File: src/design/dcbg_pkg.sv
package dcbg_pkg;

    localparam int SAMPLE_BITS_DEF      = 16;
    localparam int FILTER_FRAC_BITS_DEF = 16;

    // Integer bits of the filter state, so y1 is signed Q31.F.
    localparam int Y_INT_BITS      = 32;
    localparam int COEF_BITS       = 16;
    localparam int ALPHA_FRAC_BITS = 16;
    localparam int GAIN_FRAC_BITS  = 8;
    localparam int CNT_BITS        = 16;

    localparam int CFG_IDX_BITS  = 2;
    localparam int CFG_DATA_BITS = 16;

    localparam logic [CFG_IDX_BITS-1:0] CFG_DC_ALPHA      = 2'd0;
    localparam logic [CFG_IDX_BITS-1:0] CFG_INPUT_GAIN    = 2'd1;
    localparam logic [CFG_IDX_BITS-1:0] CFG_DISCARD_COUNT = 2'd2;

    localparam logic [COEF_BITS-1:0] DC_ALPHA_RST      = 16'd65208;
    localparam logic [COEF_BITS-1:0] INPUT_GAIN_RST    = 16'd256;
    localparam logic [CNT_BITS-1:0]  DISCARD_COUNT_RST = 16'd0;

    typedef enum logic [3:0] {
        ST_IDLE,
        ST_FB_LO,
        ST_FB_HI,
        ST_FB_ADD,
        ST_FILT,
        ST_ABS,
        ST_G_LO,
        ST_G_HI,
        ST_G_ADD,
        ST_OUT
    } t_state;

    typedef struct packed {
        logic mul_en;
        logic mul_gain;
        logic mul_hi;
        logic acc_load;
        logic acc_add;
        logic filt_upd;
        logic abs_upd;
        logic out_load;
    } t_ctrl;

endpackage

File: src/design/dcbg_if.sv
interface dcbg_cfg_if;
    import dcbg_pkg::*;

    logic                     valid;
    logic                     ready;
    logic [CFG_IDX_BITS-1:0]  index;
    logic [CFG_DATA_BITS-1:0] data;

    modport source(output valid, index, data, input ready);
    modport sink(input valid, index, data, output ready);
endinterface

interface dcbg_smp_in_if #(
    parameter int SAMPLE_BITS = dcbg_pkg::SAMPLE_BITS_DEF
);
    logic                          valid;
    logic                          ready;
    logic signed [SAMPLE_BITS-1:0] sample_in;
    logic                          restart;

    modport source(output valid, sample_in, restart, input ready);
    modport sink(input valid, sample_in, restart, output ready);
endinterface

interface dcbg_smp_out_if #(
    parameter int SAMPLE_BITS = dcbg_pkg::SAMPLE_BITS_DEF
);
    logic                          valid;
    logic                          ready;
    logic signed [SAMPLE_BITS-1:0] sample_out;
    logic                          clipped;

    modport source(output valid, sample_out, clipped, input ready);
    modport sink(input valid, sample_out, clipped, output ready);
endinterface

File: src/design/dc_block_gain_clip_conditioner_unit.sv
// An accepted sample passes FB_LO, FB_HI, FB_ADD, FILT, ABS, G_LO, G_HI, G_ADD and OUT
// before its result shows valid; the input is not ready until OUT hands the result
// on; a dropped sample leaves the unit idle. One shared multiplier is used four times
// per sample (two chunks each for feedback and gain), with its accumulate passes.
// Reset (synchronous, active low) restores the register defaults, clears the discard
// counter and filter history, and empties the output register.
module dc_block_gain_clip_conditioner_unit #(
    parameter int SAMPLE_BITS      = dcbg_pkg::SAMPLE_BITS_DEF,
    parameter int FILTER_FRAC_BITS = dcbg_pkg::FILTER_FRAC_BITS_DEF
) (
    input  logic                  i_clk,
    input  logic                  i_rst_n,
    dcbg_cfg_if.sink              i_cfg,
    dcbg_smp_in_if.sink           i_smp,
    dcbg_smp_out_if.source        o_smp
);
    import dcbg_pkg::*;

    localparam int SB     = SAMPLE_BITS;
    localparam int F      = FILTER_FRAC_BITS;
    localparam int YB     = Y_INT_BITS + F;
    localparam int CH     = (YB + 1) / 2;
    localparam int HB     = YB - CH;
    localparam int AW     = YB + COEF_BITS + 1;
    localparam int Q_BITS = AW - F - GAIN_FRAC_BITS;

    localparam logic [Q_BITS-1:0] LIM_POS = Q_BITS'((64'd1 << (SB - 1)) - 64'd1);
    localparam logic [Q_BITS-1:0] LIM_NEG = Q_BITS'(64'd1 << (SB - 1));

    logic [COEF_BITS-1:0]   r_alpha;
    logic [COEF_BITS-1:0]   r_gain;
    logic [CNT_BITS-1:0]    r_discard;
    logic [CNT_BITS-1:0]    r_cnt;
    logic signed [SB-1:0]   r_x;
    logic signed [SB-1:0]   r_x1;
    logic signed [YB-1:0]   r_y1;
    logic [YB-1:0]          r_mag;
    logic                   r_neg;
    logic                   r_out_valid;
    logic signed [SB-1:0]   r_out_sample;
    logic                   r_out_clip;

    t_ctrl                  ctrl;
    logic                   idle;
    logic                   in_fire;
    logic [CNT_BITS-1:0]    cnt_eff;
    logic                   drop;
    logic                   start;
    logic                   out_free;

    logic [COEF_BITS-1:0]   coef;
    logic signed [CH:0]     chunk;
    logic signed [AW-1:0]   acc;

    logic signed [YB:0]     fb;
    logic signed [SB:0]     diff;
    logic signed [YB+1:0]   y_sum;
    logic signed [YB-1:0]   y_sat;

    logic [Q_BITS-1:0]      q;
    logic [Q_BITS-1:0]      lim;
    logic                   clip;
    logic [Q_BITS-1:0]      q_sat;
    logic [SB-1:0]          q_low;
    logic [SB-1:0]          res;

    // Configuration port.
    assign i_cfg.ready = 1'b1;

    always_ff @(posedge i_clk) begin
        if (!i_rst_n) begin
            r_alpha   <= DC_ALPHA_RST;
            r_gain    <= INPUT_GAIN_RST;
            r_discard <= DISCARD_COUNT_RST;
        end else if (i_cfg.valid) begin
            unique case (i_cfg.index)
                CFG_DC_ALPHA:      r_alpha   <= COEF_BITS'(i_cfg.data);
                CFG_INPUT_GAIN:    r_gain    <= COEF_BITS'(i_cfg.data);
                CFG_DISCARD_COUNT: r_discard <= CNT_BITS'(i_cfg.data);
                default:           ;
            endcase
        end
    end

    // Input side: restart clears history before the drop decision is taken.
    assign i_smp.ready = idle;
    assign in_fire     = i_smp.valid & idle;
    assign cnt_eff     = i_smp.restart ? '0 : r_cnt;
    assign drop        = (cnt_eff < r_discard);
    assign start       = in_fire & ~drop;
    assign out_free    = ~r_out_valid | o_smp.ready;

    dcbg_ctrl u_ctrl (
        .i_clk      (i_clk),
        .i_rst_n    (i_rst_n),
        .i_start    (start),
        .i_out_free (out_free),
        .o_idle     (idle),
        .o_ctrl     (ctrl)
    );

    // Operand selection for the shared multiplier: the low chunk is unsigned,
    // the high chunk of y1 carries the sign, the magnitude chunks are unsigned.
    assign coef = ctrl.mul_gain ? r_gain : r_alpha;

    always_comb begin
        unique case ({ctrl.mul_gain, ctrl.mul_hi})
            2'b00:   chunk = $signed({1'b0, r_y1[CH-1:0]});
            2'b01:   chunk = $signed({{(CH + 1 - HB){r_y1[YB-1]}}, r_y1[YB-1:CH]});
            2'b10:   chunk = $signed({1'b0, r_mag[CH-1:0]});
            default: chunk = $signed({{(CH + 1 - HB){1'b0}}, r_mag[YB-1:CH]});
        endcase
    end

    dcbg_mac #(
        .CH (CH),
        .AW (AW)
    ) u_mac (
        .i_clk   (i_clk),
        .i_ctrl  (ctrl),
        .i_coef  (coef),
        .i_chunk (chunk),
        .o_acc   (acc)
    );

    // Filter update: floor(alpha * y1 / 2^16) plus the scaled input difference.
    assign fb    = $signed(acc[AW-1:ALPHA_FRAC_BITS]);
    assign diff  = (SB + 1)'(r_x) - (SB + 1)'(r_x1);
    assign y_sum = ((YB + 2)'(diff) <<< F) + (YB + 2)'(fb);

    always_comb begin
        if ((y_sum[YB+1] == y_sum[YB]) && (y_sum[YB] == y_sum[YB-1])) begin
            y_sat = y_sum[YB-1:0];
        end else begin
            y_sat = {y_sum[YB+1], {(YB - 1){~y_sum[YB+1]}}};
        end
    end

    // Gain stage works on the magnitude so that the shift truncates toward zero.
    assign q     = acc[AW-1:F+GAIN_FRAC_BITS];
    assign lim   = r_neg ? LIM_NEG : LIM_POS;
    assign clip  = (q > lim);
    assign q_sat = clip ? lim : q;
    assign q_low = q_sat[SB-1:0];
    assign res   = r_neg ? (~q_low + 1'b1) : q_low;

    always_ff @(posedge i_clk) begin
        if (!i_rst_n) begin
            r_cnt       <= '0;
            r_x1        <= '0;
            r_y1        <= '0;
            r_out_valid <= 1'b0;
        end else begin
            if (in_fire) begin
                r_cnt <= drop ? CNT_BITS'(cnt_eff + 1'b1) : cnt_eff;
                if (i_smp.restart) begin
                    r_x1 <= '0;
                    r_y1 <= '0;
                end
            end
            if (ctrl.filt_upd) begin
                r_y1 <= y_sat;
                r_x1 <= r_x;
            end
            if (ctrl.out_load) begin
                r_out_valid <= 1'b1;
            end else if (o_smp.ready) begin
                r_out_valid <= 1'b0;
            end
        end
    end

    always_ff @(posedge i_clk) begin
        if (in_fire) begin
            r_x <= i_smp.sample_in;
        end
        if (ctrl.abs_upd) begin
            r_neg <= r_y1[YB-1];
            r_mag <= r_y1[YB-1] ? (~r_y1 + 1'b1) : r_y1;
        end
        if (ctrl.out_load) begin
            r_out_sample <= $signed(res);
            r_out_clip   <= clip;
        end
    end

    assign o_smp.valid      = r_out_valid;
    assign o_smp.sample_out = r_out_sample;
    assign o_smp.clipped    = r_out_clip;

endmodule

File: src/design/dcbg_mac.sv
module dcbg_mac #(
    parameter int CH = 24,
    parameter int AW = 65
) (
    input  logic                              i_clk,
    input  dcbg_pkg::t_ctrl                   i_ctrl,
    input  logic [dcbg_pkg::COEF_BITS-1:0]    i_coef,
    input  logic signed [CH:0]                i_chunk,
    output logic signed [AW-1:0]              o_acc
);
    import dcbg_pkg::*;

    localparam int PW = CH + COEF_BITS + 2;

    logic signed [PW-1:0] r_prod;
    logic signed [AW-1:0] r_acc;
    logic signed [AW-1:0] prod_ext;
    logic signed [AW-1:0] prod_shl;

    // The coefficient is unsigned, so it enters the signed product with a zero on top.
    always_ff @(posedge i_clk) begin
        if (i_ctrl.mul_en) begin
            r_prod <= $signed({1'b0, i_coef}) * i_chunk;
        end
    end

    assign prod_ext = AW'(r_prod);
    // Upper chunk products weigh 2^CH; bits beyond the accumulator cancel out.
    assign prod_shl = prod_ext << CH;

    always_ff @(posedge i_clk) begin
        if (i_ctrl.acc_load) begin
            r_acc <= prod_ext;
        end else if (i_ctrl.acc_add) begin
            r_acc <= r_acc + prod_shl;
        end
    end

    assign o_acc = r_acc;

endmodule

File: src/design/dcbg_ctrl.sv
module dcbg_ctrl (
    input  logic            i_clk,
    input  logic            i_rst_n,
    input  logic            i_start,
    input  logic            i_out_free,
    output logic            o_idle,
    output dcbg_pkg::t_ctrl o_ctrl
);
    import dcbg_pkg::*;

    t_state r_state;
    t_state n_state;

    always_ff @(posedge i_clk) begin
        if (!i_rst_n) begin
            r_state <= ST_IDLE;
        end else begin
            r_state <= n_state;
        end
    end

    always_comb begin
        n_state = r_state;
        unique case (r_state)
            ST_IDLE:   if (i_start) n_state = ST_FB_LO;
            ST_FB_LO:  n_state = ST_FB_HI;
            ST_FB_HI:  n_state = ST_FB_ADD;
            ST_FB_ADD: n_state = ST_FILT;
            ST_FILT:   n_state = ST_ABS;
            ST_ABS:    n_state = ST_G_LO;
            ST_G_LO:   n_state = ST_G_HI;
            ST_G_HI:   n_state = ST_G_ADD;
            ST_G_ADD:  n_state = ST_OUT;
            ST_OUT:    if (i_out_free) n_state = ST_IDLE;
            default:   n_state = ST_IDLE;
        endcase
    end

    always_comb begin
        o_ctrl = '0;
        unique case (r_state)
            ST_FB_LO: begin
                o_ctrl.mul_en = 1'b1;
            end
            ST_FB_HI: begin
                o_ctrl.mul_en   = 1'b1;
                o_ctrl.mul_hi   = 1'b1;
                o_ctrl.acc_load = 1'b1;
            end
            ST_FB_ADD: begin
                o_ctrl.acc_add = 1'b1;
            end
            ST_FILT: begin
                o_ctrl.filt_upd = 1'b1;
            end
            ST_ABS: begin
                o_ctrl.abs_upd = 1'b1;
            end
            ST_G_LO: begin
                o_ctrl.mul_en   = 1'b1;
                o_ctrl.mul_gain = 1'b1;
            end
            ST_G_HI: begin
                o_ctrl.mul_en   = 1'b1;
                o_ctrl.mul_gain = 1'b1;
                o_ctrl.mul_hi   = 1'b1;
                o_ctrl.acc_load = 1'b1;
            end
            ST_G_ADD: begin
                o_ctrl.acc_add = 1'b1;
            end
            ST_OUT: begin
                o_ctrl.out_load = i_out_free;
            end
            default: begin
                o_ctrl = '0;
            end
        endcase
    end

    assign o_idle = (r_state == ST_IDLE);

endmodule

File: src/flat_wrapper.sv
// flat-port wrapper written by rule: the top's interface ports become plain ports
module dc_block_gain_clip_conditioner_unit_flat import dcbg_pkg::*;
#(
    parameter int SAMPLE_BITS      = dcbg_pkg::SAMPLE_BITS_DEF,
    parameter int FILTER_FRAC_BITS = dcbg_pkg::FILTER_FRAC_BITS_DEF
)
  (i_clk, i_rst_n, i_cfg_valid, i_cfg_index, i_cfg_data, i_cfg_ready, i_smp_valid, i_smp_sample_in, i_smp_restart, i_smp_ready, o_smp_valid, o_smp_sample_out, o_smp_clipped, o_smp_ready);
  dcbg_cfg_if i_cfg_i ();
  dcbg_smp_in_if #(.SAMPLE_BITS(SAMPLE_BITS)) i_smp_i ();
  dcbg_smp_out_if #(.SAMPLE_BITS(SAMPLE_BITS)) o_smp_i ();
  input  logic i_clk;
  input  logic i_rst_n;
  input wire logic [$bits(i_cfg_i.valid)-1:0] i_cfg_valid;
  input wire logic [$bits(i_cfg_i.index)-1:0] i_cfg_index;
  input wire logic [$bits(i_cfg_i.data)-1:0] i_cfg_data;
  output wire logic [$bits(i_cfg_i.ready)-1:0] i_cfg_ready;
  input wire logic [$bits(i_smp_i.valid)-1:0] i_smp_valid;
  input wire logic [$bits(i_smp_i.sample_in)-1:0] i_smp_sample_in;
  input wire logic [$bits(i_smp_i.restart)-1:0] i_smp_restart;
  output wire logic [$bits(i_smp_i.ready)-1:0] i_smp_ready;
  output wire logic [$bits(o_smp_i.valid)-1:0] o_smp_valid;
  output wire logic [$bits(o_smp_i.sample_out)-1:0] o_smp_sample_out;
  output wire logic [$bits(o_smp_i.clipped)-1:0] o_smp_clipped;
  input wire logic [$bits(o_smp_i.ready)-1:0] o_smp_ready;
  assign i_cfg_i.valid = i_cfg_valid;
  assign i_cfg_i.index = i_cfg_index;
  assign i_cfg_i.data = i_cfg_data;
  assign i_cfg_ready = i_cfg_i.ready;
  assign i_smp_i.valid = i_smp_valid;
  assign i_smp_i.sample_in = i_smp_sample_in;
  assign i_smp_i.restart = i_smp_restart;
  assign i_smp_ready = i_smp_i.ready;
  assign o_smp_valid = o_smp_i.valid;
  assign o_smp_sample_out = o_smp_i.sample_out;
  assign o_smp_clipped = o_smp_i.clipped;
  assign o_smp_i.ready = o_smp_ready;
  dc_block_gain_clip_conditioner_unit #(.SAMPLE_BITS(SAMPLE_BITS), .FILTER_FRAC_BITS(FILTER_FRAC_BITS)) u_core (.i_clk(i_clk), .i_rst_n(i_rst_n), .i_cfg(i_cfg_i), .i_smp(i_smp_i), .o_smp(o_smp_i));
endmodule
File: config.mk
export PLATFORM = sky130hd
export DESIGN_NAME = dc_block_gain_clip_conditioner_unit_flat
export DESIGN_NICKNAME = d
export VERILOG_FILES = /design/src/design/dcbg_pkg.sv /design/src/design/dcbg_if.sv /design/src/design/dc_block_gain_clip_conditioner_unit.sv /design/src/design/dcbg_mac.sv /design/src/design/dcbg_ctrl.sv /design/src/flat_wrapper.sv
export SDC_FILE = /design/constraint.sdc
export NUM_CORES = 2
export LEC_CHECK = 0
export ABC_AREA = 1
export BUFFER_PORTS_ARGS = -buffer_cell sky130_fd_sc_hd__buf_2
export CAP_MARGIN = 20
export CORE_ASPECT_RATIO = 2
export CORE_MARGIN = 3
export CORE_UTILIZATION = 50
export CTS_BUF_LIST = sky130_fd_sc_hd__clkbuf_16
export DETAILED_ROUTE_END_ITERATION = 7
export PLACE_DENSITY = 0.76
export SETUP_SLACK_MARGIN = 0.02
export SYNTH_ARGS = -nofsm -noshare
export SYNTH_HDL_FRONTEND = slang
export SYNTH_SLANG_ARGS = --single-unit
File: constraint.sdc
create_clock -name i_clk -period 8.2 [get_ports i_clk]
set_clock_uncertainty 0.15 [all_clocks]
set_input_delay 1.64 -clock i_clk [delete_from_list [all_inputs] [get_ports i_clk]]
set_output_delay 1.64 -clock i_clk [all_outputs]
set_load 0.03 [all_outputs]
==> reports/qor.yml <==
logic_synthesis:
  synth_compound_area_frac: 0.1036
  synth_edf_count: 173
  synthMuxAreaShare: 0
  avgSynthCellArea_um2: 7.728
  synth_cell_types: 50
  ys_ff_latch: 306
  synth_top_family_by_area: "adder cells"
  synthSimpleGateAreaFrac: 0.2049
  synth_ff_type: "edfxtp_1"
  syn-num-nets: 5073
  yosys_warnings: 0
  synth_xor_area_frac: 0.03801
  synth_fa_ha_area_frac: 0.3142
  synthesis.area_mm2: 0.03411
  seq_area_frac_synth: 0.2304
  synthCells: 4413
  async_flop_share: 0
cts:
  root_buffer: "clkbuf_16"
  clk_pin_slew_ns: 0.07
  numCtsBuffers: 31
  cts_sinks: 306
  cts_buffer_depth: 3
  htreeDepth: 1
  tritoncts: "done"
  postCtsHoldBufs: 0
  clkLatencyLatePin_ns: 0.64
finish:
  drive_gt1_frac: 0.06343
  syn_to_final_growth_pct: 8.126
  final_util: 0.5499
  final_net_count: 5144
  insertedDiodeCount: 0
  fillers: 6444
sta:
  worstMarginPinSlew_ns: 1.021
  finalHoldViolCount: 0
  tns_ns: 0
  relSlewSlack: 0.3192
  finalWorstSetupSlack_ns: 0.3816
  rsz0062_at_grt: "true"
  period_needed_ns: 7.818
  fmax_ghz: 0.1279
  setup_viol: 0
  period_share: 0.9535
  whs_ns: 0.2985
  final_max_slew_viol_count: 0
drt:
  first_pass_iters: 5
  wl_um: 120700
  post-route-drc-count: 0
  viasPerCell: 5.591
  drtIter0Drc: 2022
  postRouteAntennaNets: 0
  wl_per_cell_um: 22.38
  via_count: 30150
setup_path:
  cp-endpoint: "u_core.u_mac.r_prod[30]"
  reg2reg_to: "u_core.u_mac.r_prod[30]"
  path_depth: 29
  cp.arrival_ns: 8.03
  path_buf_inv: 9
  crit_fanout: 24
  r2r_slack_ns: 0.38
  end_kind: "flop"
  cp.required_ns: 8.41
  setup.worst_path.class: "reg -> reg"
  path_common_cell: "inv_1"
  critPathLaunchType: "flop"
  path_delay_family: "adder cells"
  rr_worst_depth: 29
  r2r_start: "u_core.u_ctrl.r_state[3]"
  critPathSlowestCell: "fa_1"
  slowest_delay_ns: 0.56
  worstSetupStartpoint: "u_core.u_ctrl.r_state[3]"
floorplan:
  fp.dieH_um: 375.4
  initial_core_util: 0.5085
  core_region_area_mm2: 0.06706
  ios: 60
  die_area_mm2: 0.07157
  die_width_um: 190.7
  row_count: 134
grt:
  grt_start_max_net_pins: 69
  track_usage: 0.3380
  grt.overflow.total: 0
  antenna_found_initial: 0
  grt_pass1_vias: 31810
  grt_pass1_wl_um: 181400
placed_design:
  place_congestion: 1.050
  dpl_worst_slack_ns: 0.3451
  post-dp-hpwl_um: 99120
  port_buffers: 58
power:
  leakage_nw: 17.95
  vdd_drop_max_uv: 188.9
  pwr_density_cell_mw_per_mm2: 278.7
flow_run:
  maxCapViolations: 0
hold_path:
  hold_path_class: "reg -> reg"
run_status:
  status: "complete, no violations"
[what timing repair did]
item | 4_1_cts | 5_1_grt
endpoints found under the setup margin | 0 | 14
hold endpoints to repair | 0 | 0
resized for setup | 0 | 17
buffers inserted | 0 | 2
[state kept, by name, indices dropped and copies added, names as in the netlist, 42 cells and up]
signal,count
u_core.u_mac.o_acc,49
u_core.u_mac.r_prod,42
u_core.r_mag,48
u_core.r_y1,48
[tightest hold or removal path, cell delays in order (launching register included)]
cell and delay, ns:
dfxtp_1 0.30, inv_1 0.05, a21oi_1 0.05
[worst min path at each step]
stage                             start             endpoint  slack [ns]  depth (start not counted)
floorplan               u_core.r_y1[47]         u_core.r_neg        0.26                          0
global placement       u_core.r_gain[7]     u_core.r_gain[7]        0.28                          2
detailed placement  u_core.r_discard[0]  u_core.r_discard[0]        0.29                          2
CTS                 u_core.r_discard[0]  u_core.r_discard[0]        0.30                          2
global route           u_core.r_gain[9]     u_core.r_gain[9]        0.33                          2
finish              u_core.r_discard[0]  u_core.r_discard[0]        0.30                          2
[power breakdown]
part           switching, mW  total [mW]  internal (mW)
Sequential             0.462        2.58           2.11
Clock                  0.678        1.41          0.734
Combinational           4.27        6.29           2.02
Total                   5.41        10.3           4.87
[cell usage after synthesis (23+ instances only)]
| master | count | area [um2] |
|---|---|---|
| nand2_1 | 973 | 3652 |
| nand3_1 | 143 | 715.7 |
| buf_2 | 23 | 115.1 |
| inv_1 | 838 | 3146 |
| edfxtp_1 | 173 | 5195 |
| nor3_1 | 40 | 200.2 |
| dfxtp_1 | 133 | 2663 |
| a31oi_1 | 35 | 219.0 |
| xor2_1 | 89 | 779.5 |
| ha_1 | 226 | 2828 |
| nor2_1 | 471 | 1768 |
| clkbuf_1 | 89 | 334.1 |
| nand4_1 | 27 | 168.9 |
| o21ai_0 | 183 | 915.9 |
| a21oi_1 | 315 | 1577 |
| xnor2_1 | 59 | 516.8 |
| or2_2 | 32 | 200.2 |
| fa_1 | 394 | 7888 |
| o211ai_1 | 31 | 232.7 |
[final cells by class]
type / count / area, um2 / area share
Tap cell: 884 / 1106 / 0.02999
Timing Repair Buffer: 158 / 1124 / 0.03047
Clock buffer: 33 / 825.8 / 0.02239
Multi-Input combinational cell: 3137 / 22610 / 0.6130
Sequential cell: 306 / 7858 / 0.2131
Inverter: 850 / 3206 / 0.08693
Clock inverter: 25 / 151.4 / 0.004105
[cell usage in the layout (no fill, tap or decap), types with 58 or more instances in the layout]
| cell type | count |
|---|---|
| nand2_1 | 973 |
| edfxtp_1 | 173 |
| xor2_1 | 89 |
| fa_1 | 390 |
| buf_4 | 94 |
| nand3_1 | 142 |
| a21oi_1 | 314 |
| inv_1 | 837 |
| buf_2 | 58 |
| ha_1 | 226 |
| o21ai_0 | 176 |
| dfxtp_1 | 133 |
| nor2_1 | 467 |
| xnor2_1 | 59 |
[per-layer routing]
metal,vias to the layer above,wire [um],track usage
met5,-,0,0
met4,0,15120,0.3246
met3,590,5877,0.04227
met2,1211,62430,0.6181
met1,14410,37250,0.3155
li1,13940,-,-
[per-stage QoR]
stage	area, um2	std cells	power, mW
detailed placement	35850	5333	8.749
global route	36880	5393	11.03
CTS	36820	5391	10.19
finish	36880	5393	10.28
global placement	35820	5332	8.719
floorplan	34110	4413	6.599
[logic make-up (layout without fill, tap and decap cells)]
kind of cell | after synthesis | after routing
AO/OA/AOI/OAI | 642 | 642
XOR/XNOR | 148 | 148
adder cells (fa/ha/maj) | 620 | 620
buffers and inverters | 970 | 1066
flip-flops | 306 | 306
other | 1 | 1
AND/OR/NAND/NOR | 1726 | 1726
Power figures use the tool's default switching activity.
